### src/hw/rtl/assert_macros.svh
// Assertion helpers for the stereo decision block.
`ifndef ASSERT_MACROS_SVH
`define ASSERT_MACROS_SVH
`ifndef SYNTHESIS
`define ASSERT_CLK(label, clk, rst_n, prop, msg) \
  label: assert property (@(posedge clk) disable iff (!rst_n) prop) else $error(msg);
`define ASSERT_NEVER(label, clk, rst_n, expr, msg) \
  label: assert property (@(posedge clk) disable iff (!rst_n) !(expr)) else $error(msg);
`else
`define ASSERT_CLK(label, clk, rst_n, prop, msg)
`define ASSERT_NEVER(label, clk, rst_n, expr, msg)
`endif
`endif

### src/hw/rtl/mssbd_pkg.sv
// ----------------------------------------------------------------------------
// mssbd_pkg
// Types and constants shared by the stereo band decision block.
// ----------------------------------------------------------------------------
`default_nettype none
package mssbd_pkg;
  localparam int EW = 32;
  localparam int SW = 32;
  localparam int QDEPTH = 2;

  localparam logic [1:0] FUNC_BAND = 2'd0;
  localparam logic [1:0] FUNC_LINE = 2'd1;
  localparam logic [1:0] FUNC_END  = 2'd2;
  localparam logic [1:0] FUNC_RSVD = 2'd3;

  localparam logic [1:0] SEL_NONE = 2'd0;
  localparam logic [1:0] SEL_MIXED = 2'd1;
  localparam logic [1:0] SEL_ALL = 2'd2;

  typedef struct packed {
    logic [1:0]           func;
    logic [31:0]          energy_left;
    logic [31:0]          energy_right;
    logic [31:0]          energy_mid;
    logic [31:0]          energy_side;
    logic [31:0]          thr_left;
    logic [31:0]          thr_right;
    logic [31:0]          spread_left;
    logic [31:0]          spread_right;
    logic signed [31:0]   line_left;
    logic signed [31:0]   line_right;
  } in_item_t;

  typedef struct packed {
    logic                 band_use_ms;
    logic [31:0]          thr_left_out;
    logic [31:0]          thr_right_out;
    logic [31:0]          energy_left_out;
    logic [31:0]          energy_right_out;
    logic [31:0]          spread_out;
    logic signed [31:0]   line_left_out;
    logic signed [31:0]   line_right_out;
    logic [1:0]           frame_mode;
  } out_item_t;

  // Classified command handed from front to back.
  typedef struct packed {
    logic [1:0]    func;
    logic          zero_den;
    logic [EW-1:0] m;
    logic [EW-1:0] a;
    logic [EW-1:0] b;
    logic [EW-1:0] c;
    logic [EW-1:0] d;
    logic [EW-1:0] el;
    logic [EW-1:0] er;
    logic [EW-1:0] em;
    logic [EW-1:0] es;
    logic [EW-1:0] tl;
    logic [EW-1:0] tr;
    logic [EW-1:0] sl;
    logic [EW-1:0] sr;
    logic [SW-1:0] ll;
    logic [SW-1:0] lr;
  } cmd_t;

  typedef enum logic [2:0] {
    BK_IDLE, BK_P1, BK_P2, BK_LW, BK_P3, BK_P4, BK_RW, BK_DONE
  } bk_state_t;
endpackage
`default_nettype wire

### src/hw/rtl/mssbd_back.sv
// ----------------------------------------------------------------------------
// mssbd_back
// Runs the cross-multiplied compare on one shared multiplier and forms results.
// ----------------------------------------------------------------------------
`default_nettype none
`include "assert_macros.svh"
module mssbd_back import mssbd_pkg::*; (
  input  wire logic clk,
  input  wire logic rst_n,
  input  wire logic q_valid,
  output logic      q_pop,
  input  wire cmd_t q_data,
  output logic      out_valid,
  input  wire logic out_stall,
  output out_item_t out_data
);
  bk_state_t   st_r, st_nxt;
  cmd_t        cmd_r;
  logic [1:0]  pp_r, pp_nxt;
  logic [2*EW-1:0] p1_r, p2_r, p_nxt;
  logic [EW-1:0]   ma, mb;
  logic [4*EW-1:0] lhs_r, rhs_r, part, acc_base, acc_nxt;
  logic        ms_r, seen_ms_r, seen_lr_r;
  logic        ms_nxt, seen_ms_nxt, seen_lr_nxt;
  logic        ov_r, ov_nxt;
  out_item_t   od_r, od_nxt;
  logic        take;
  logic        dec;
  logic signed [SW:0] sum, dif;
  logic [EW-1:0] smin;

  assign out_valid = ov_r;
  assign out_data = od_r;
  assign take = !ov_r || !out_stall;

  // One 32x32 product per cycle. P1..P4 form the four 64-bit terms; LW and
  // RW each sum the four partial products of one 128-bit side.
  always_comb begin
    ma = '0;
    mb = '0;
    unique case (st_r)
      BK_P1: begin ma = cmd_r.m; mb = cmd_r.m; end
      BK_P2: begin ma = cmd_r.a; mb = cmd_r.b; end
      BK_P3: begin ma = cmd_r.tl; mb = cmd_r.tr; end
      BK_P4: begin ma = cmd_r.c; mb = cmd_r.d; end
      BK_LW, BK_RW: begin
        ma = pp_r[1] ? p1_r[2*EW-1:EW] : p1_r[EW-1:0];
        mb = pp_r[0] ? p2_r[2*EW-1:EW] : p2_r[EW-1:0];
      end
      BK_IDLE, BK_DONE: begin ma = '0; mb = '0; end
    endcase
    p_nxt = ma * mb;
    unique case (pp_r)
      2'd0: part = {{2*EW{1'b0}}, p_nxt};
      2'd1, 2'd2: part = {{EW{1'b0}}, p_nxt, {EW{1'b0}}};
      2'd3: part = {p_nxt, {2*EW{1'b0}}};
    endcase
    acc_base = (st_r == BK_RW) ? rhs_r : lhs_r;
    if (pp_r == 2'd0) acc_base = '0;
    acc_nxt = acc_base + part;
  end

  always_comb begin
    sum = $signed({cmd_r.ll[SW-1], cmd_r.ll}) + $signed({cmd_r.lr[SW-1], cmd_r.lr});
    dif = $signed({cmd_r.ll[SW-1], cmd_r.ll}) - $signed({cmd_r.lr[SW-1], cmd_r.lr});
    smin = (cmd_r.sl < cmd_r.sr) ? cmd_r.sl : cmd_r.sr;
    dec = !cmd_r.zero_den && (lhs_r >= rhs_r);
  end

  always_comb begin
    st_nxt = st_r;
    pp_nxt = pp_r;
    q_pop = 1'b0;
    ms_nxt = ms_r;
    seen_ms_nxt = seen_ms_r;
    seen_lr_nxt = seen_lr_r;
    ov_nxt = ov_r && out_stall;
    od_nxt = od_r;
    unique case (st_r)
      BK_IDLE: begin
        if (q_valid) begin
          q_pop = 1'b1;
          st_nxt = (q_data.func == FUNC_BAND) ? BK_P1 : BK_DONE;
        end
      end
      BK_P1: st_nxt = BK_P2;
      BK_P2: st_nxt = BK_LW;
      BK_LW: begin
        pp_nxt = pp_r + 2'd1;
        if (pp_r == 2'd3) st_nxt = BK_P3;
      end
      BK_P3: st_nxt = BK_P4;
      BK_P4: st_nxt = BK_RW;
      BK_RW: begin
        pp_nxt = pp_r + 2'd1;
        if (pp_r == 2'd3) st_nxt = BK_DONE;
      end
      BK_DONE: begin
        if (take) begin
          st_nxt = BK_IDLE;
          ov_nxt = 1'b1;
          od_nxt = '0;
          unique case (cmd_r.func)
            FUNC_BAND: begin
              ms_nxt = dec;
              if (dec) begin
                seen_ms_nxt = 1'b1;
                od_nxt.band_use_ms = 1'b1;
                od_nxt.thr_left_out = 32'(cmd_r.m);
                od_nxt.thr_right_out = 32'(cmd_r.m);
                od_nxt.energy_left_out = 32'(cmd_r.em);
                od_nxt.energy_right_out = 32'(cmd_r.es);
                od_nxt.spread_out = 32'(smin >> 1);
              end else begin
                seen_lr_nxt = 1'b1;
                od_nxt.thr_left_out = 32'(cmd_r.tl);
                od_nxt.thr_right_out = 32'(cmd_r.tr);
                od_nxt.energy_left_out = 32'(cmd_r.el);
                od_nxt.energy_right_out = 32'(cmd_r.er);
                od_nxt.spread_out = 32'(cmd_r.sl);
              end
            end
            FUNC_LINE: begin
              od_nxt.band_use_ms = ms_r;
              od_nxt.line_left_out = ms_r ? 32'($signed(sum[SW:1])) : 32'($signed(cmd_r.ll));
              od_nxt.line_right_out = ms_r ? 32'($signed(dif[SW:1])) : 32'($signed(cmd_r.lr));
            end
            FUNC_END: begin
              od_nxt.frame_mode = !seen_ms_r ? SEL_NONE : (seen_lr_r ? SEL_MIXED : SEL_ALL);
              ms_nxt = 1'b0;
              seen_ms_nxt = 1'b0;
              seen_lr_nxt = 1'b0;
            end
            default: od_nxt = '0;
          endcase
        end
      end
    endcase
  end

  always_ff @(posedge clk) begin
    if (!rst_n) begin
      st_r <= BK_IDLE;
      pp_r <= 2'd0;
      ms_r <= 1'b0;
      seen_ms_r <= 1'b0;
      seen_lr_r <= 1'b0;
      ov_r <= 1'b0;
    end else begin
      st_r <= st_nxt;
      pp_r <= pp_nxt;
      ms_r <= ms_nxt;
      seen_ms_r <= seen_ms_nxt;
      seen_lr_r <= seen_lr_nxt;
      ov_r <= ov_nxt;
    end
  end

  always_ff @(posedge clk) begin
    od_r <= od_nxt;
    if (q_pop) cmd_r <= q_data;
    unique case (st_r)
      BK_P1: p1_r <= p_nxt;
      BK_P2: p2_r <= p_nxt;
      BK_LW: lhs_r <= acc_nxt;
      BK_P3: p1_r <= p_nxt;
      BK_P4: p2_r <= p_nxt;
      BK_RW: rhs_r <= acc_nxt;
      BK_IDLE, BK_DONE: ;
    endcase
  end

  `ASSERT_CLK(a_hold, clk, rst_n, out_valid && out_stall |=> out_valid, "result dropped while stalled")
  `ASSERT_NEVER(a_pop_busy, clk, rst_n, q_pop && st_r != BK_IDLE, "pop while busy")
  `ASSERT_CLK(a_end_clr, clk, rst_n, st_r == BK_DONE && take && cmd_r.func == FUNC_END |=> !seen_ms_r && !seen_lr_r, "flags not cleared at end of frame")
endmodule
`default_nettype wire

### config.mk
export PLATFORM = sky130hd
export DESIGN_NAME = mssbd_back
export DESIGN_NICKNAME = d
export VERILOG_FILES = /design/src/hw/rtl/mssbd_pkg.sv /design/src/hw/rtl/mssbd_back.sv
export VERILOG_INCLUDE_DIRS = /design/src /design/src/hw/rtl
export SDC_FILE = /design/constraint.sdc
export NUM_CORES = 2
export LEC_CHECK = 0
export ABC_AREA = 1
export ABC_CLOCK_PERIOD_IN_PS = 20800
export BUFFER_PORTS_ARGS = -buffer_cell sky130_fd_sc_hd__clkbuf_2
export CAP_MARGIN = 20
export CORE_ASPECT_RATIO = 0.6
export CORE_MARGIN = 1
export CORE_UTILIZATION = 35
export CTS_CLUSTER_DIAMETER = 200
export DETAILED_ROUTE_END_ITERATION = 10
export GPL_TIMING_DRIVEN = 0
export PLACE_DENSITY = 0.58
export SKIP_CTS_REPAIR_TIMING = 1
export SYNTH_ARGS = -nofsm -noshare
export SYNTH_HDL_FRONTEND = slang
export SYNTH_SLANG_ARGS = --single-unit
### constraint.sdc
create_clock -name clk -period 20.8 [get_ports clk]
set_clock_uncertainty 0.15 [all_clocks]
set_input_delay 1.04 -clock clk [delete_from_list [all_inputs] [get_ports clk]]
set_output_delay 1.04 -clock clk [all_outputs]
set_load 0.01 [all_outputs]
==> results.txt <==
outcome - complete, no violations
Syn Nets - 12400
CP arrival - 18060 ps
gr usage total - 0.345
Crit path top cell by count - fa_1
sequential-to-total area share from yosys stat - 0.352
RSZ-0062 raised after global routing - no
Core Area - 265000 sq um
routed vias - 82600
Initial Utilization - 0.354
I/O pin cnt - 716
Rows - 146
worst-margin pin slew - 1340 ps
Post-DRT Antenna Nets - 0
Clock Path Buffers - 3
CTS Buf Count - 109
final WL - 474000 um
Tcrit/Tclk final - 0.847
Slowest-stage cell, CP - a221oi_1
clock-pin slew on the worst setup and hold paths - 70 ps
Critical Path RT - 21250 ps
First-pass DRT Iterations - 6
# clock sinks - 1103
mapped cell area - 93700 sq um
initial antenna violation count - 51
Crit. End Element - register
synthesis-to-layout area growth - 14.3%
Startpoint Class - register
latest clock arrival within the worst-skew pair - 810 ps
min-delay worst type - input pin to register
Synthesis Warnings - 0
post-synth cell types - 66
Overflow after GRT - 0
Max stage delay on crit path - 1030 ps
Multi-input gate area - 51600 sq um
synthesized instance count - 10400
EDFF count, synth - 1094
Seq cells post-synth - 1103
share of layout cells above drive strength 1 - 0.120
Synth async-reset ratio - 0
Fillers - 27300
wire length per cell - 31.6 um
largest net degree at the start of global routing - 65
Die Footprint - 270000 sq um
max_slew headroom - 0.108
fin nets - 13300
PortBufs - 715
H-tree Lvls - 3
Max FO, Critical Path - 10
dpl hpwl - 402000 um
Max-cap violations - 0
Max Clk Rate - 56.8 MHz
number of global-route vias before repair - 77800
Hold Vio Cnt, Final - 0
first-pass GRT wire length - 641000 um
drt first-iter violations - 12500
Max Slew Vio Count - 0
chip height - 403 um
Synth Area per Inst - 9.00 sq um
crit path time final - 17610 ps
DRC - 0
Vias/cell - 5.51
WHS - 256 ps
CTS Root Cell - clkbuf_16
register area - 33000 sq um
Worst Path Class, Setup - register to register
final setup vio count - 0
main flop type after synthesis - edfxtp_1
CTS tree - done
gpl congestion - 1.09
die extent in x - 670 um
==> critical path, delay by kind of cell, from the launching register on <==
family / cells / cell delay, ps
compound gates: 11 / 5250
xor+xnor: 2 / 1000
fa+ha+maj: 11 / 5600
buf+inv: 7 / 2160
flops: 1 / 370
simple gates: 9 / 2790
==> layout make-up <==
class                      count  share of cell area
clock buffer                 126              0.0262
multi-input combinational   6995               0.482
clock inverter                76             0.00828
tap                         3552              0.0415
buffer                       363              0.0176
antenna                       26            0.000607
inverter                    1959              0.0687
timing repair buffer         802              0.0474
sequential                  1103               0.308
==> cells in the mapped netlist, types with 22 or more instances <==
cell | instances | area (sq um)
nand4_1 | 32 | 200
nand2_1 | 1739 | 6530
a21oi_2 | 22 | 193
a221oi_1 | 45 | 394
o211ai_1 | 52 | 390
o21a_1 | 24 | 180
xnor2_1 | 28 | 245
clkbuf_1 | 132 | 495
buf_2 | 168 | 841
nand3_1 | 312 | 1560
xor2_1 | 145 | 1270
fa_1 | 899 | 18000
inv_2 | 55 | 206
a21o_1 | 61 | 458
nor3_1 | 69 | 345
buf_4 | 29 | 218
o21ai_0 | 499 | 2500
o21bai_1 | 45 | 338
a31oi_1 | 28 | 175
ha_1 | 617 | 7720
buf_6 | 24 | 270
nor2_1 | 1380 | 5180
edfxtp_1 | 1094 | 32900
a21oi_1 | 661 | 3310
o22ai_1 | 103 | 644
inv_1 | 1901 | 7140
o21ai_1 | 51 | 255
==> per-layer routing <==
metal / track usage / vias to the layer above / part of all wire
met5: 0 / - / 0.00028
met4: 0.0600 / 22 / 0.019
met3: 0.172 / 472 / 0.17
met2: 0.407 / 5232 / 0.34
met1: 0.543 / 41500 / 0.47
li1: - / 35400 / -
==> stage by stage <==
stage / instance area, sq um / setup WS [ps] / setup TNS [ps] / instances / util
final: 107000 / 3190 / 0 / 15000 / 0.404
after global routing: 107000 / 3350 / 0 / 15000 / 0.404
after CTS: 107000 / 4350 / 0 / 15000 / 0.403
after detailed placement: 103000 / 4390 / 0 / 14800 / 0.389
after global placement: 102000 / -2160 / -321060 / 14700 / 0.384
after floorplan: 93700 / 6400 / 0 / 10400 / -
==> path summary, 6_finish.rpt <==
path | startpoint | endpoint | slack, ps | cells past startpoint
worst max-delay path | st_r[0] | rhs_r[106] | 3190 | 40
worst min-delay path | q_data[130] | cmd_r[130] | 260 | 1
worst max register to register | st_r[0] | rhs_r[106] | 3190 | 40
worst min register to register | seen_ms_r | seen_ms_r | 330 | 2
==> cells by family after synthesis <==
family                   count (synthesis)  share of synthesized area
AND/OR/NAND/NOR                       3601                      0.153
buffers and inverters                 2322                     0.0985
AO/OA/AOI/OAI                         1703                      0.105
adder cells (fa/ha/maj)               1516                      0.274
flip-flops                            1103                      0.352
XOR/XNOR                               175                     0.0165
==> cell usage in the layout, fill, tap and decap left out, drive strengths merged, types with 2 or more instances in the layout <==
cell      instances
inv            1965
nand2          1750
nor2           1384
edfxtp         1094
clkbuf          976
fa              899
a21oi           688
ha              617
o21ai           561
buf             315
nand3           314
xor2            147
o22ai           103
nor3             71
a21o             61
o211ai           53
clkinv           52
a221oi           47
o21bai           46
a211oi           34
nand4            33
o311ai           30
a31oi            28
xnor2            28
diode            26
o21a             24
a21boi           19
nor4             18
or2              16
bufinv           13
nand3b           11
dfxtp             9
clkinvlp          5
and2              3
o221ai            3
o211a             2
==> state kept, by name, summed over array words and instances (netlist names) <==
name	flops
pp_r	2
st_r	3
p1_r	64
ms_r	1
rhs_r	128
out_valid	1
lhs_r	128
seen_lr_r	1
p2_r	64
seen_ms_r	1
cmd_r	483
out_data	227
Power is not shown: default switching activity piles up to over one toggle a cycle in this logic, so the estimate is an artifact.
