## config.mk

```make
export PLATFORM = sky130hd
export DESIGN_NAME = mssbd_front
export DESIGN_NICKNAME = d
export VERILOG_FILES = /design/src/hw/rtl/mssbd_pkg.sv /design/src/hw/rtl/mssbd_front.sv
export VERILOG_INCLUDE_DIRS = /design/src /design/src/hw/rtl
export SDC_FILE = /design/constraint.sdc
export NUM_CORES = 1
export LEC_CHECK = 0
export BUFFER_PORTS_ARGS = -buffer_cell sky130_fd_sc_hd__clkbuf_2
export CELL_PAD_IN_SITES_DETAIL_PLACEMENT = 1
export CELL_PAD_IN_SITES_GLOBAL_PLACEMENT = 1
export CORE_ASPECT_RATIO = 0.8
export CORE_MARGIN = 1
export CORE_UTILIZATION = 26
export DETAILED_ROUTE_END_ITERATION = 16
export PLACE_DENSITY_LB_ADDON = 0.15
export SLEW_MARGIN = 20
export SYNTH_ARGS = -nofsm -noshare
export SYNTH_HDL_FRONTEND = slang
export SYNTH_SLANG_ARGS = --single-unit
```

## constraint.sdc

```tcl
create_clock -name clk -period 20.6 [get_ports clk]
set_clock_uncertainty 0.15 [all_clocks]
set_input_delay 0 -clock clk [delete_from_list [all_inputs] [get_ports clk]]
set_output_delay 0 -clock clk [all_outputs]
set_load 0.05 [all_outputs]
```

## src/hw/rtl/assert_macros.svh

```systemverilog
// Assertion helpers for the stereo decision block.
`ifndef ASSERT_MACROS_SVH
`define ASSERT_MACROS_SVH
`ifndef SYNTHESIS
`define ASSERT_CLK(label, clk, rst_n, prop, msg) \
  label: assert property (@(posedge clk) disable iff (!rst_n) prop) else $error(msg);
`define ASSERT_NEVER(label, clk, rst_n, expr, msg) \
  label: assert property (@(posedge clk) disable iff (!rst_n) !(expr)) else $error(msg);
`else
`define ASSERT_CLK(label, clk, rst_n, prop, msg)
`define ASSERT_NEVER(label, clk, rst_n, expr, msg)
`endif
`endif

```

## src/hw/rtl/mssbd_pkg.sv

```systemverilog
// ----------------------------------------------------------------------------
// mssbd_pkg
// Types and constants shared by the stereo band decision block.
// ----------------------------------------------------------------------------
`default_nettype none
package mssbd_pkg;
  localparam int EW = 32;
  localparam int SW = 32;
  localparam int QDEPTH = 2;

  localparam logic [1:0] FUNC_BAND = 2'd0;
  localparam logic [1:0] FUNC_LINE = 2'd1;
  localparam logic [1:0] FUNC_END  = 2'd2;
  localparam logic [1:0] FUNC_RSVD = 2'd3;

  localparam logic [1:0] SEL_NONE = 2'd0;
  localparam logic [1:0] SEL_MIXED = 2'd1;
  localparam logic [1:0] SEL_ALL = 2'd2;

  typedef struct packed {
    logic [1:0]           func;
    logic [31:0]          energy_left;
    logic [31:0]          energy_right;
    logic [31:0]          energy_mid;
    logic [31:0]          energy_side;
    logic [31:0]          thr_left;
    logic [31:0]          thr_right;
    logic [31:0]          spread_left;
    logic [31:0]          spread_right;
    logic signed [31:0]   line_left;
    logic signed [31:0]   line_right;
  } in_item_t;

  typedef struct packed {
    logic                 band_use_ms;
    logic [31:0]          thr_left_out;
    logic [31:0]          thr_right_out;
    logic [31:0]          energy_left_out;
    logic [31:0]          energy_right_out;
    logic [31:0]          spread_out;
    logic signed [31:0]   line_left_out;
    logic signed [31:0]   line_right_out;
    logic [1:0]           frame_mode;
  } out_item_t;

  // Classified command handed from front to back.
  typedef struct packed {
    logic [1:0]    func;
    logic          zero_den;
    logic [EW-1:0] m;
    logic [EW-1:0] a;
    logic [EW-1:0] b;
    logic [EW-1:0] c;
    logic [EW-1:0] d;
    logic [EW-1:0] el;
    logic [EW-1:0] er;
    logic [EW-1:0] em;
    logic [EW-1:0] es;
    logic [EW-1:0] tl;
    logic [EW-1:0] tr;
    logic [EW-1:0] sl;
    logic [EW-1:0] sr;
    logic [SW-1:0] ll;
    logic [SW-1:0] lr;
  } cmd_t;

  typedef enum logic [2:0] {
    BK_IDLE, BK_P1, BK_P2, BK_LW, BK_P3, BK_P4, BK_RW, BK_DONE
  } bk_state_t;
endpackage
`default_nettype wire

```

## src/hw/rtl/mssbd_front.sv

```systemverilog
// ----------------------------------------------------------------------------
// mssbd_front
// Accepts items, computes the band maxima and minimum, and queues commands.
// ----------------------------------------------------------------------------
`default_nettype none
`include "assert_macros.svh"
module mssbd_front import mssbd_pkg::*; (
  input  wire logic     clk,
  input  wire logic     rst_n,
  input  wire logic     in_valid,
  output logic          in_stall,
  input  wire in_item_t in_data,
  output logic          q_valid,
  input  wire logic     q_pop,
  output cmd_t          q_data
);
  cmd_t       mem_r [QDEPTH];
  logic       wp_r, wp_nxt, rp_r, rp_nxt;
  logic [1:0] cnt_r, cnt_nxt;
  cmd_t       c;
  logic       push;

  always_comb begin
    c.func = in_data.func;
    c.el = in_data.energy_left[EW-1:0];
    c.er = in_data.energy_right[EW-1:0];
    c.em = in_data.energy_mid[EW-1:0];
    c.es = in_data.energy_side[EW-1:0];
    c.tl = in_data.thr_left[EW-1:0];
    c.tr = in_data.thr_right[EW-1:0];
    c.sl = in_data.spread_left[EW-1:0];
    c.sr = in_data.spread_right[EW-1:0];
    c.ll = in_data.line_left[SW-1:0];
    c.lr = in_data.line_right[SW-1:0];
    c.m = (c.tl < c.tr) ? c.tl : c.tr;
    c.a = (c.el > c.tl) ? c.el : c.tl;
    c.b = (c.er > c.tr) ? c.er : c.tr;
    c.c = (c.em > c.m) ? c.em : c.m;
    c.d = (c.es > c.m) ? c.es : c.m;
    c.zero_den = (c.a == '0) || (c.b == '0) || (c.c == '0) || (c.d == '0);
  end

  assign in_stall = (cnt_r == 2'(QDEPTH));
  assign push = in_valid && !in_stall;
  assign q_valid = (cnt_r != 2'd0);
  assign q_data = mem_r[rp_r];

  always_comb begin
    wp_nxt = push ? ~wp_r : wp_r;
    rp_nxt = q_pop ? ~rp_r : rp_r;
    cnt_nxt = cnt_r + {1'b0, push} - {1'b0, q_pop};
  end

  always_ff @(posedge clk) begin
    if (!rst_n) begin
      wp_r <= 1'b0;
      rp_r <= 1'b0;
      cnt_r <= 2'd0;
    end else begin
      wp_r <= wp_nxt;
      rp_r <= rp_nxt;
      cnt_r <= cnt_nxt;
    end
  end

  always_ff @(posedge clk) begin
    if (push) mem_r[wp_r] <= c;
  end

  `ASSERT_NEVER(a_q_over, clk, rst_n, cnt_r > 2'(QDEPTH), "queue count overflow")
  `ASSERT_NEVER(a_q_under, clk, rst_n, q_pop && cnt_r == 2'd0, "pop from empty queue")
  `ASSERT_CLK(a_q_cnt, clk, rst_n, push && !q_pop |=> cnt_r == $past(cnt_r) + 2'd1, "queue count did not follow push")
endmodule
`default_nettype wire

```

==> metrics.yaml, run 1 <==
global_route:
  grt_pass1_vias: 28347
  antenna_found_initial: 16
  grt_pass1_wl_mm: 209
  grt_max_degree: 126
  globalRouteOverflowTotal: 0
  grtUsageTotal_pct: 18.3
clock_tree:
  cts_buffers: 107
  cts-resized-gates: 0
  postCtsSetupRepairBufs: 0
  insertion_delay_ns: 0.75
  cts_num_sinks: 971
  cts_tree: "done"
  clkTransAtPathRegs_ns: 0.06
  cts_hold_buffers: 623
  htreeDepth: 3
  clk_path_buf_depth: 3
  root_buffer: "clkbuf_16"
logic_synthesis:
  synthAdderAreaFrac_pct: 4.78
  async_flop_share_pct: 0
  synth_ff_type: "edfxtp_1"
  netlist_area_sq_mm: 0.0411
  synth_top_family_by_area: "multiplexers"
  muxShareOfSynthArea_pct: 15.4
  yosys.cell_types.count: 53
  synth_xor_xnor_area_share_pct: 0.149
  avgSynthCellArea_sq_um: 17.1
  syn-num-nets: 2884
  ys_ff_latch: 971
  synth_edf_count: 966
  synth_simple_gate_area_share_pct: 3.60
  ys_warn_count: 0
  synth_compound_area_share_pct: 3.41
  syn_inst: 2401
  synth_seq_area_share_pct: 70.8
floorplan:
  core_sq_mm: 0.157
  die_h_microns: 358
  start_util_pct: 26.2
  dieArea_sq_mm: 0.160
  die_x_microns: 447
  rows: 130
  io_pins: 811
min_path:
  hold_path.class: "input pin to register"
sta:
  hold_violations: 0
  drv_slew: 0
  fmax_ghz: 0.143
  finalSetupTns_ns: 0
  max-slew-margin-rel_pct: 27.8
  setup_violations: 0
  worstMarginPinSlew_ns: 1.07
  period_needed_ns: 7.00
  post-route-period-util_pct: 34.0
  rsz0062_at_grt: "no"
route:
  drtIter0Drc: 1248
  wirelength_mm: 150
  avgRoutedWirePerCell_microns: 24.5
  drc: 0
  num_vias: 26917
  firstDrtPassIters: 6
  drt-vias-per-instance: 4.40
  drtAntennaViolNets: 0
setup_path:
  critPathMaxFanout: 33
  critPathSlowestCell: "o21ai_0"
  worstSetupPathType: "input pin to register"
  timing.critical_path.required_ns: 20.90
  cp-end-kind: "register"
  slowest_delay_ns: 0.79
  worstPathCellList: "dlygate4sd3_1, clkbuf_2, inv_1, ha_1, a211o_1, a31oi_1, o311a_1, o41ai_2, a21oi_4, buf_4, o21ai_0, inv_1, ha_1, and4_1, a211oi_1, nor4b_1, o21ai_0, a21oi_1, a32oi_1, a21oi_4, buf_4, o221a_2, o2111ai_1"
  cp-start-kind: "input pin"
  cp_data_arrival_time_ns: 7.30
pwr:
  finalPower_mw: 6.28
  power.leakage_nw: 21.9
  vdd_drop_max_v: 0.0000653
  powerDensity_mw_per_mm2: 109
flow_run:
  cap_violations: 0
run_status:
  outcome: "complete, no violations"
finish:
  area_delta_synth_final_pct: 40.1
  finalNetCount: 4392
  layout-drive-gt1-share_pct: 39.2
placed_design:
  gp_congestion: 0.775
  io_buffers: 810
  dp_hpwl_mm: 105
-- critical path: cells and delay by family --
| kind | cells | cell delay [ns] |
|---|---|---|
| compound gates | 13 | 3.72 |
| buf+inv | 6 | 2.14 |
| simple gates | 2 | 0.71 |
| fa+ha+maj | 2 | 0.68 |
-- layout by cell type, fill, tap and decap left out, types with 32 or more instances in the layout --
| cell type | n |
|---|---|
| a21oi_1 | 46 |
| buf_4 | 44 |
| clkbuf_16 | 108 |
| clkbuf_2 | 810 |
| clkinv_1 | 32 |
| dlygate4sd3_1 | 623 |
| edfxtp_1 | 966 |
| ha_1 | 157 |
| inv_1 | 104 |
| mux2_2 | 520 |
| nand2_1 | 121 |
| nand4_1 | 39 |
| nor4_1 | 50 |
| o21ai_0 | 111 |
-- worst paths after layout --
kind / start / end / slack, ns / cells after the start
worst max-delay path: in_data[130] / mem_r[0][480] / 13.60 / 23
worst min-delay path: in_data[174] / mem_r[1][174] / 0.04 / 2
worst max register to register: cnt_r[0] / mem_r[1][145] / 15.44 / 6
worst min register to register: rp_r / register / 0.42 / 2
-- where the power goes --
part	switching [mW]	leakage, nW	internal (mW)
Combinational	1.31	11.2	0.488
Clock	0.827	1.67	1.08
Sequential	0.0558	9.07	2.52
-- layout make-up --
| class | instances | area [sq um] |
|---|---|---|
| diodes | 10 | 25.0 |
| clock buffers | 129 | 2820 |
| well taps | 2112 | 2640 |
| repair buffers | 1479 | 10700 |
| fillers | 16294 | 99400 |
| multi-input cells | 1245 | 11300 |
| clock inverters | 70 | 617 |
| inverters | 105 | 394 |
| flip-flops and latches | 971 | 29100 |
-- stage by stage --
stage / hold slack (ns) / setup slack [ns] / util [%] / std cells / cell area [sq um]
2_1_floorplan: -0.0511 / 6.72 / - / 2401 / 41100
3_5_place_dp: 0.0433 / 13.19 / 30.5 / 5289 / 47900
6_report: 0.0398 / 13.60 / 36.7 / 6121 / 57600
5_1_grt: 0.000561 / 13.03 / 36.7 / 6115 / 57600
3_3_place_gp: 0.0388 / 12.77 / 30.5 / 5288 / 47900
4_1_cts: 0.000643 / 13.30 / 36.7 / 6111 / 57600
-- synth_stat cells, types with 4 or more instances --
cell type / n / area, sq um
a211oi_1: 6 / 45.0
a21o_1: 30 / 225
a21oi_1: 47 / 235
a31oi_1: 4 / 25.0
and2_1: 7 / 43.8
and3_1: 6 / 37.5
and4_1: 7 / 61.3
buf_6: 7 / 78.8
clkbuf_1: 73 / 274
dfxtp_1: 5 / 100
edfxtp_1: 966 / 29000
ha_1: 157 / 1960
inv_1: 104 / 390
mux2_2: 520 / 5860
mux2_4: 27 / 405
mux2i_1: 4 / 40.0
nand2_1: 121 / 454
nand2b_1: 6 / 37.5
nand3_1: 9 / 45.0
nand4_1: 39 / 244
nor2_1: 23 / 86.3
nor2b_1: 10 / 62.6
nor3_1: 8 / 40.0
nor4_1: 50 / 313
o21a_1: 7 / 52.6
o21ai_0: 117 / 586
xnor2_1: 5 / 43.8
-- metal layers --
metal / vias up / global-route usage [%] / part of all wire, % / routed length [microns]
met1: 13651 / 22.9 / 42 / 63500
met2: 632 / 31.1 / 49 / 73200
met5: - / 0 / 0.031 / 46
li1: 12435 / - / - / -
met4: 8 / 5.14 / 2.7 / 4010
met3: 191 / 4.80 / 6.1 / 9080
-- registers in the layout, indices dropped and copies added, names as in the netlist, named ones only --
signal	count
rp_r	1
mem_r	966
cnt_r	2
wp_r	1
-- cells by family (layout without fill, tap and decap cells) --
kind of cell               after synthesis  after routing
xor gates and xnor gates                 7              7
other                                    0             10
buffers and inverters                  185           1783
DFF                                    971            971
adders and majority gates              157            157
muxes                                  553            553
and+or+nand+nor                        291            291
AOI/OAI and AO/OA                      237            237
Power figures use the tool's default switching activity.
==> run 2, diff against run 1 <==
==> constraint.sdc (replaced) <==
create_clock -name clk -period 5.9 [get_ports clk]
set_clock_uncertainty 0.15 [all_clocks]
set_input_delay 0 -clock clk [delete_from_list [all_inputs] [get_ports clk]]
set_output_delay 0 -clock clk [all_outputs]
set_load 0.05 [all_outputs]
==> run 2 against run 1 <==
First-iteration DRC count grew 17%. Critical path type unchanged. Sequential share of layout area shrank 0.37 points. Non-clock buffer count grew 34. Critical path depth is the same. Register-to-register slack lost 12 ns.
==> metrics.yaml, run 2 (same netlist as run 1, synthesis figures left out) <==
run_status:
  outcome: "complete, no violations"
finish:
  finalNetCount: 4427  # +0.80%
  largest_register: "mem_r"
  largest_reg_flops: 966  # unchanged
  layout-drive-gt1-share_pct: 40.8  # +1.5 points
  top_regs: "mem_r (966), cnt_r (2)"
  final-seq-area_sq_mm: 0.0291  # about the same
  fillCellCount: 16325  # +0.19%
  final_cell_mix: "966 x edfxtp_1, 810 x clkbuf_2, 600 x dlygate4sd3_1"
  final_common_cell: "edfxtp_1"
  multiInputGateArea_sq_mm: 0.0113  # +0.28%
  area_delta_synth_final_pct: 41.1
clock_tree:
  root_buffer: "clkbuf_16"
  insertion_delay_ns: 0.73  # -0.02 ns
  cts_tree: "done"
  clkTransAtPathRegs_ns: 0.06  # about the same
  cts_num_sinks: 971  # unchanged
  cts_buffers: 108  # +0.93%
  clk_path_buf_depth: 3  # unchanged
  htreeDepth: 3  # unchanged
  postCtsSetupRepairBufs: 0  # unchanged
route:
  drc: 0  # unchanged
  firstDrtPassIters: 5  # -1
  avgRoutedWirePerCell_microns: 25.0  # +2.3%
  drt-vias-per-instance: 4.44  # +0.86%
  drtAntennaViolNets: 0  # unchanged
  wirelength_mm: 154  # +2.9%
  num_vias: 27308  # +1.5%
  drtIter0Drc: 1454  # +17%
placed_design:
  dp_slack_ns: 0.00488  # -13.18 ns
  io_buffers: 810  # unchanged
  gp_congestion: 0.790  # +1.9%
  dp_hpwl_mm: 111  # +5.8%
sta:
  setup_ws_ns: 0.423  # -13.18 ns
  rsz0062_at_grt: "no"
  period_needed_ns: 5.48
  fmax_ghz: 0.183
  post-route-period-util_pct: 92.8
  hold_violations: 0  # unchanged
  max-slew-margin-rel_pct: 34.8  # +7.0 points
  drv_slew: 0  # unchanged
  setup_violations: 0  # unchanged
  worstMarginPinSlew_ns: 0.977  # -0.0957 ns
floorplan:
  core_sq_mm: 0.157  # unchanged
  die_h_microns: 358  # unchanged
  start_util_pct: 26.2  # unchanged
  io_pins: 811  # unchanged
  die_x_microns: 447  # unchanged
  dieArea_sq_mm: 0.160  # unchanged
  rows: 130  # unchanged
pwr:
  powerDensity_mw_per_mm2: 381  # +250%
  power.leakage_nw: 22.2  # +1.3%
  vdd_drop_max_v: 0.000242  # +270%
  finalPower_mw: 22.1  # +250%
min_path:
  min_path_cells: 2  # unchanged
  hold_path.class: "input pin to register"
  hp-start: "in_data[202]"
global_route:
  grt_pass1_vias: 28661  # +1.1%
  grt_pass1_wl_mm: 214  # +2.5%
  globalRouteOverflowTotal: 0  # unchanged
  grt_max_degree: 123  # -2.4%
  antenna_found_initial: 21  # +5
  grtUsageTotal_pct: 18.8  # +0.54 points
flow_run:
  cap_violations: 0  # unchanged
setup_path:
  timing.rr.start: "cnt_r[0]"
  timing.critical_path.required_ns: 6.22  # -14.68 ns
  crit_start: "in_data[167]"
  rr_worst_depth: 5  # -1
  cp-start-kind: "input pin"
  cp-end-kind: "register"
  cp_data_arrival_time_ns: 5.80  # -1.50 ns
  critPathMaxFanout: 35  # +6.1%
  worstSetupPathType: "input pin to register"
## run 2: worst max-delay path: stages
cell,delay [ns]
dlygate4sd3_1,0.54
clkbuf_2,0.26
ha_1,0.40
nand4_1,0.11
o311a_1,0.42
o41ai_2,0.39
a21oi_4,0.11
buf_12,0.19
buf_12,0.18
o21ai_0,0.33
inv_1,0.12
ha_1,0.22
a21o_1,0.17
a21o_1,0.17
a21oi_1,0.26
o221ai_1,0.20
a221oi_1,0.35
o21a_1,0.18
o211ai_1,0.09
o21ai_0,0.44
a21oi_4,0.07
buf_12,0.20
mux2_2,0.31
## run 2: per-layer routing
layer,wire (microns),global-route usage (%),share of wire [%],vias up
met3,8850,4.80,5.7,207
met1,66500,24.0,43,13939
met2,73500,31.1,48,658
met4,5310,6.29,3.4,8
li1,-,-,-,12496
met5,44,0,0.029,-
## run 2: repair_timing
| item | in CTS | in global routing |
|---|---|---|
| hold buffers | 600 | 0 |
| hold endpoints to repair | 1079 | 0 |
| setup endpoints to repair | 0 | 26 |
| gates resized for setup | 0 | 6 |
## run 2: cell type report
cell class / instances / share of cell area (%)
timing repair buffer: 1513 / 19.0
antenna: 8 / 0.0345
inverter: 105 / 0.679
clock buffer: 133 / 4.87
clock inverter: 70 / 1.15
sequential: 971 / 50.2
tap: 2112 / 4.56
multi-input combinational: 1245 / 19.5
## run 2: stage by stage
step	cells	setup TNS (ns)	utilization, %	area, sq um	hold WS, ns
after floorplan	2401	-1589.81	-	41100	-0.0511
after global placement	5346	0	30.9	48500	0.0388
after detailed placement	5346	0	30.9	48500	0.0429
after CTS	6149	0	36.9	58000	0.000222
after global routing	6155	0	37.0	58000	0.0186
final	6157	0	37.0	58000	0.0618
## run 2: final timing paths
| path | to | slack [ns] |
|---|---|---|
| setup / recovery | mem_r[0][325] | 0.42 |
| hold / removal | mem_r[1][202] | 0.06 |
| setup reg to reg | mem_r[0][62] | 3.23 |
| hold reg to reg | register | 0.42 |
## run 2: power by group
part / leakage [nW] / switching [mW] / internal, mW
registers: 9.07 / 0.193 / 8.80
logic: 11.4 / 4.60 / 1.78
clock network: 1.71 / 2.89 / 3.81
total: 22.2 / 7.68 / 14.4
==> run 3, diff against run 2 <==
--- a/config.mk
+++ b/config.mk
@@ -13,6 +13,7 @@
 export CORE_MARGIN = 1
 export CORE_UTILIZATION = 26
 export DETAILED_ROUTE_END_ITERATION = 16
+export MAX_ROUTING_LAYER = met4
 export PLACE_DENSITY_LB_ADDON = 0.15
 export SLEW_MARGIN = 20
 export SYNTH_ARGS = -nofsm -noshare
==> run 3 against run 2 <==
Worst setup slack worse by 0.0049 ns. Register-to-register slack about the same. Hold slack improved by 0.0042 ns. Clock power barely moved. Sequential power about the same. Die area stayed put. Core utilization is essentially flat. Highest routed layer is now met4.
==> metrics.yaml, run 3 (same netlist as run 1, synthesis figures left out) <==
setup_path:
  crit_family: "compound AO/OA/AOI/OAI gates"
  timing.critical_path.required_ns: 6.22  # about the same
  crit_path_frequent_cell: "buf_12"
  cp_data_arrival_time_ns: 5.80  # about the same
  path_buf_inv: 6  # unchanged
  cp-end-kind: "register"
  critPathSlowestCell: "dlygate4sd3_1"
  slowest_delay_ns: 0.54  # about the same
  worstSetupPathType: "input pin to register"
  worstPathCellList: "dlygate4sd3_1, clkbuf_2, ha_1, nand4_1, o311a_1, o41ai_2, a21oi_4, buf_12, buf_12, o21ai_0, inv_1, ha_1, a21o_1, a21o_1, a21oi_1, o221ai_1, a221oi_1, o21a_1, o211ai_1, o21ai_0, a21oi_4, buf_12, mux2_2"
  critPathMaxFanout: 35  # unchanged
  cp-start-kind: "input pin"
clock_tree:
  cts_buffers: 108  # unchanged
  root_buffer: "clkbuf_16"
  htreeDepth: 3  # unchanged
  insertion_delay_ns: 0.73  # about the same
  cts_tree: "done"
  clk_path_buf_depth: 3  # unchanged
  cts_num_sinks: 971  # unchanged
  clkTransAtPathRegs_ns: 0.06  # about the same
placed_design:
  dp_hpwl_mm: 111  # unchanged
  gp_congestion: 0.802  # +1.5%
  placed_cells: 5346  # unchanged
  place_area_sq_mm: 0.0485  # unchanged
  io_buffers: 810  # unchanged
finish:
  final_core_util_pct: 37.0  # about the same
  largest_register: "mem_r"
  largest_reg_flops: 966  # unchanged
  area_delta_synth_final_pct: 41.2  # about the same
  layout-drive-gt1-share_pct: 40.8  # unchanged
  final_cell_mix: "966 x edfxtp_1, 810 x clkbuf_2, 600 x dlygate4sd3_1"
  finalNetCount: 4427  # unchanged
  final_cell_area_sq_mm: 0.0580  # about the same
  layoutNonFillerInstCount: 6163  # +0.097%
  top_regs: "mem_r (966), cnt_r (2)"
  final_common_cell: "edfxtp_1"
run_status:
  outcome: "complete, no violations"
route:
  drc: 0  # unchanged
  drtAntennaViolNets: 0  # unchanged
  num_vias: 27295  # -0.048%
  drtIter0Drc: 1432  # -1.5%
  avgRoutedWirePerCell_microns: 25.0  # about the same
  wirelength_mm: 154  # about the same
  drt-vias-per-instance: 4.43  # -0.14%
  firstDrtPassIters: 7  # +2
floorplan:
  io_pins: 811  # unchanged
  die_h_microns: 358  # unchanged
  dieArea_sq_mm: 0.160  # unchanged
  core_sq_mm: 0.157  # unchanged
  start_util_pct: 26.2  # unchanged
  rows: 130  # unchanged
  die_x_microns: 447  # unchanged
sta:
  period_needed_ns: 5.48  # +0.00494 ns
  post-route-period-util_pct: 92.9  # about the same
  worstMarginPinSlew_ns: 0.981  # +0.00406 ns
  hold_violations: 0  # unchanged
  max-slew-margin-rel_pct: 34.6  # -0.27 points
  finalSetupTns_ns: 0  # unchanged
  setup_violations: 0  # unchanged
  drv_slew: 0  # unchanged
  rsz0062_at_grt: "no"
  fmax_ghz: 0.182  # about the same
min_path:
  hold_path.class: "input pin to register"
global_route:
  grtUsageTotal_pct: 19.4  # +0.59 points
  grt_pass1_wl_mm: 214  # about the same
  antenna_found_initial: 24  # +14%
  globalRouteOverflowTotal: 0  # unchanged
  grt_max_degree: 123  # unchanged
  grt_pass1_vias: 28647  # -0.049%
pwr:
  vdd_drop_max_v: 0.000242  # about the same
  p_int_mw: 14.4  # about the same
  finalPower_mw: 22.1  # about the same
  p_sw_share_pct: 34.8  # about the same
  clockPowerShare_pct: 30.4  # about the same
  p_sw_mw: 7.69  # about the same
  power.leakage_nw: 22.2  # about the same
  powerDensity_mw_per_mm2: 381  # about the same
  combinationalPowerShare_pct: 28.9  # about the same
  seq_power_share_pct: 40.7  # about the same
flow_run:
  cap_violations: 0  # unchanged
==> run 3: cell types whose count changed in the layout (fill, tap and decap cells not counted) <==
cell / change
diode_2: +6
==> run 3: final timing paths <==
path / slack (ns) / endpoint / cells after the start / startpoint
max reg2reg: 3.24 / mem_r[0][305] / 5 / cnt_r[0]
min reg2reg: 0.42 / register / 2 / rp_r
min: 0.07 / mem_r[1][175] / 2 / in_data[175]
max: 0.42 / mem_r[0][325] / 23 / in_data[167]
==> run 3: worst register-to-register path, stage by stage (launching register included) <==
cell      delay [ns]
dfxtp_2         0.34
nand2b_4        0.14
nand2_4         0.06
nor2_4          0.71
buf_12          0.37
buf_4           0.47
==> run 3: timing repair <==
| action | in CTS | in global routing |
|---|---|---|
| endpoints found under the hold margin | 1079 | 0 |
| resized for setup | 0 | 6 |
| hold buffers | 600 | 0 |
| setup endpoints to repair | 0 | 26 |
| buffers inserted | 0 | 0 |
==> run 3: final cells by class <==
class / count / area, sq um
Inverter: 105 / 394
Timing Repair Buffer: 1513 / 11000
Clock buffer: 133 / 2830
Clock inverter: 70 / 668
Antenna cell: 14 / 35.0
Fill cell: 16327 / 98900
Sequential cell: 971 / 29100
Multi-Input combinational cell: 1245 / 11300
Tap cell: 2112 / 2640
==> run 3: per-stage QoR <==
| step | hold slack, ns | setup slack [ns] |
|---|---|---|
| 2_1_floorplan | -0.0511 | -2.30 |
| 3_3_place_gp | 0.0388 | 0.179 |
| 3_5_place_dp | 0.0429 | 0.00488 |
| 4_1_cts | 0.000222 | 0.259 |
| 5_1_grt | 0.0187 | 0.0776 |
| 6_report | 0.0660 | 0.419 |
==> run 3: routing by layer <==
metal / GRT usage, % / wire length (microns) / vias up
met3: 4.65 / 9020 / 218
li1: - / - / 12492
met4: 6.30 / 5350 / 0
met1: 24.1 / 66400 / 13884
met5: - / 0 / -
met2: 31.1 / 73400 / 701
==> run 3: power groups by stage <==
stage          sequential, mW  combinational (mW)  clock (mW)
6_report                 9.00                6.37        6.71
5_1_grt                  9.08                6.73        7.19
4_1_cts                  9.01                6.50        6.95
3_5_place_dp             9.15                6.14           0
3_3_place_gp             9.12                6.15           0
2_1_floorplan            9.33                4.17           0
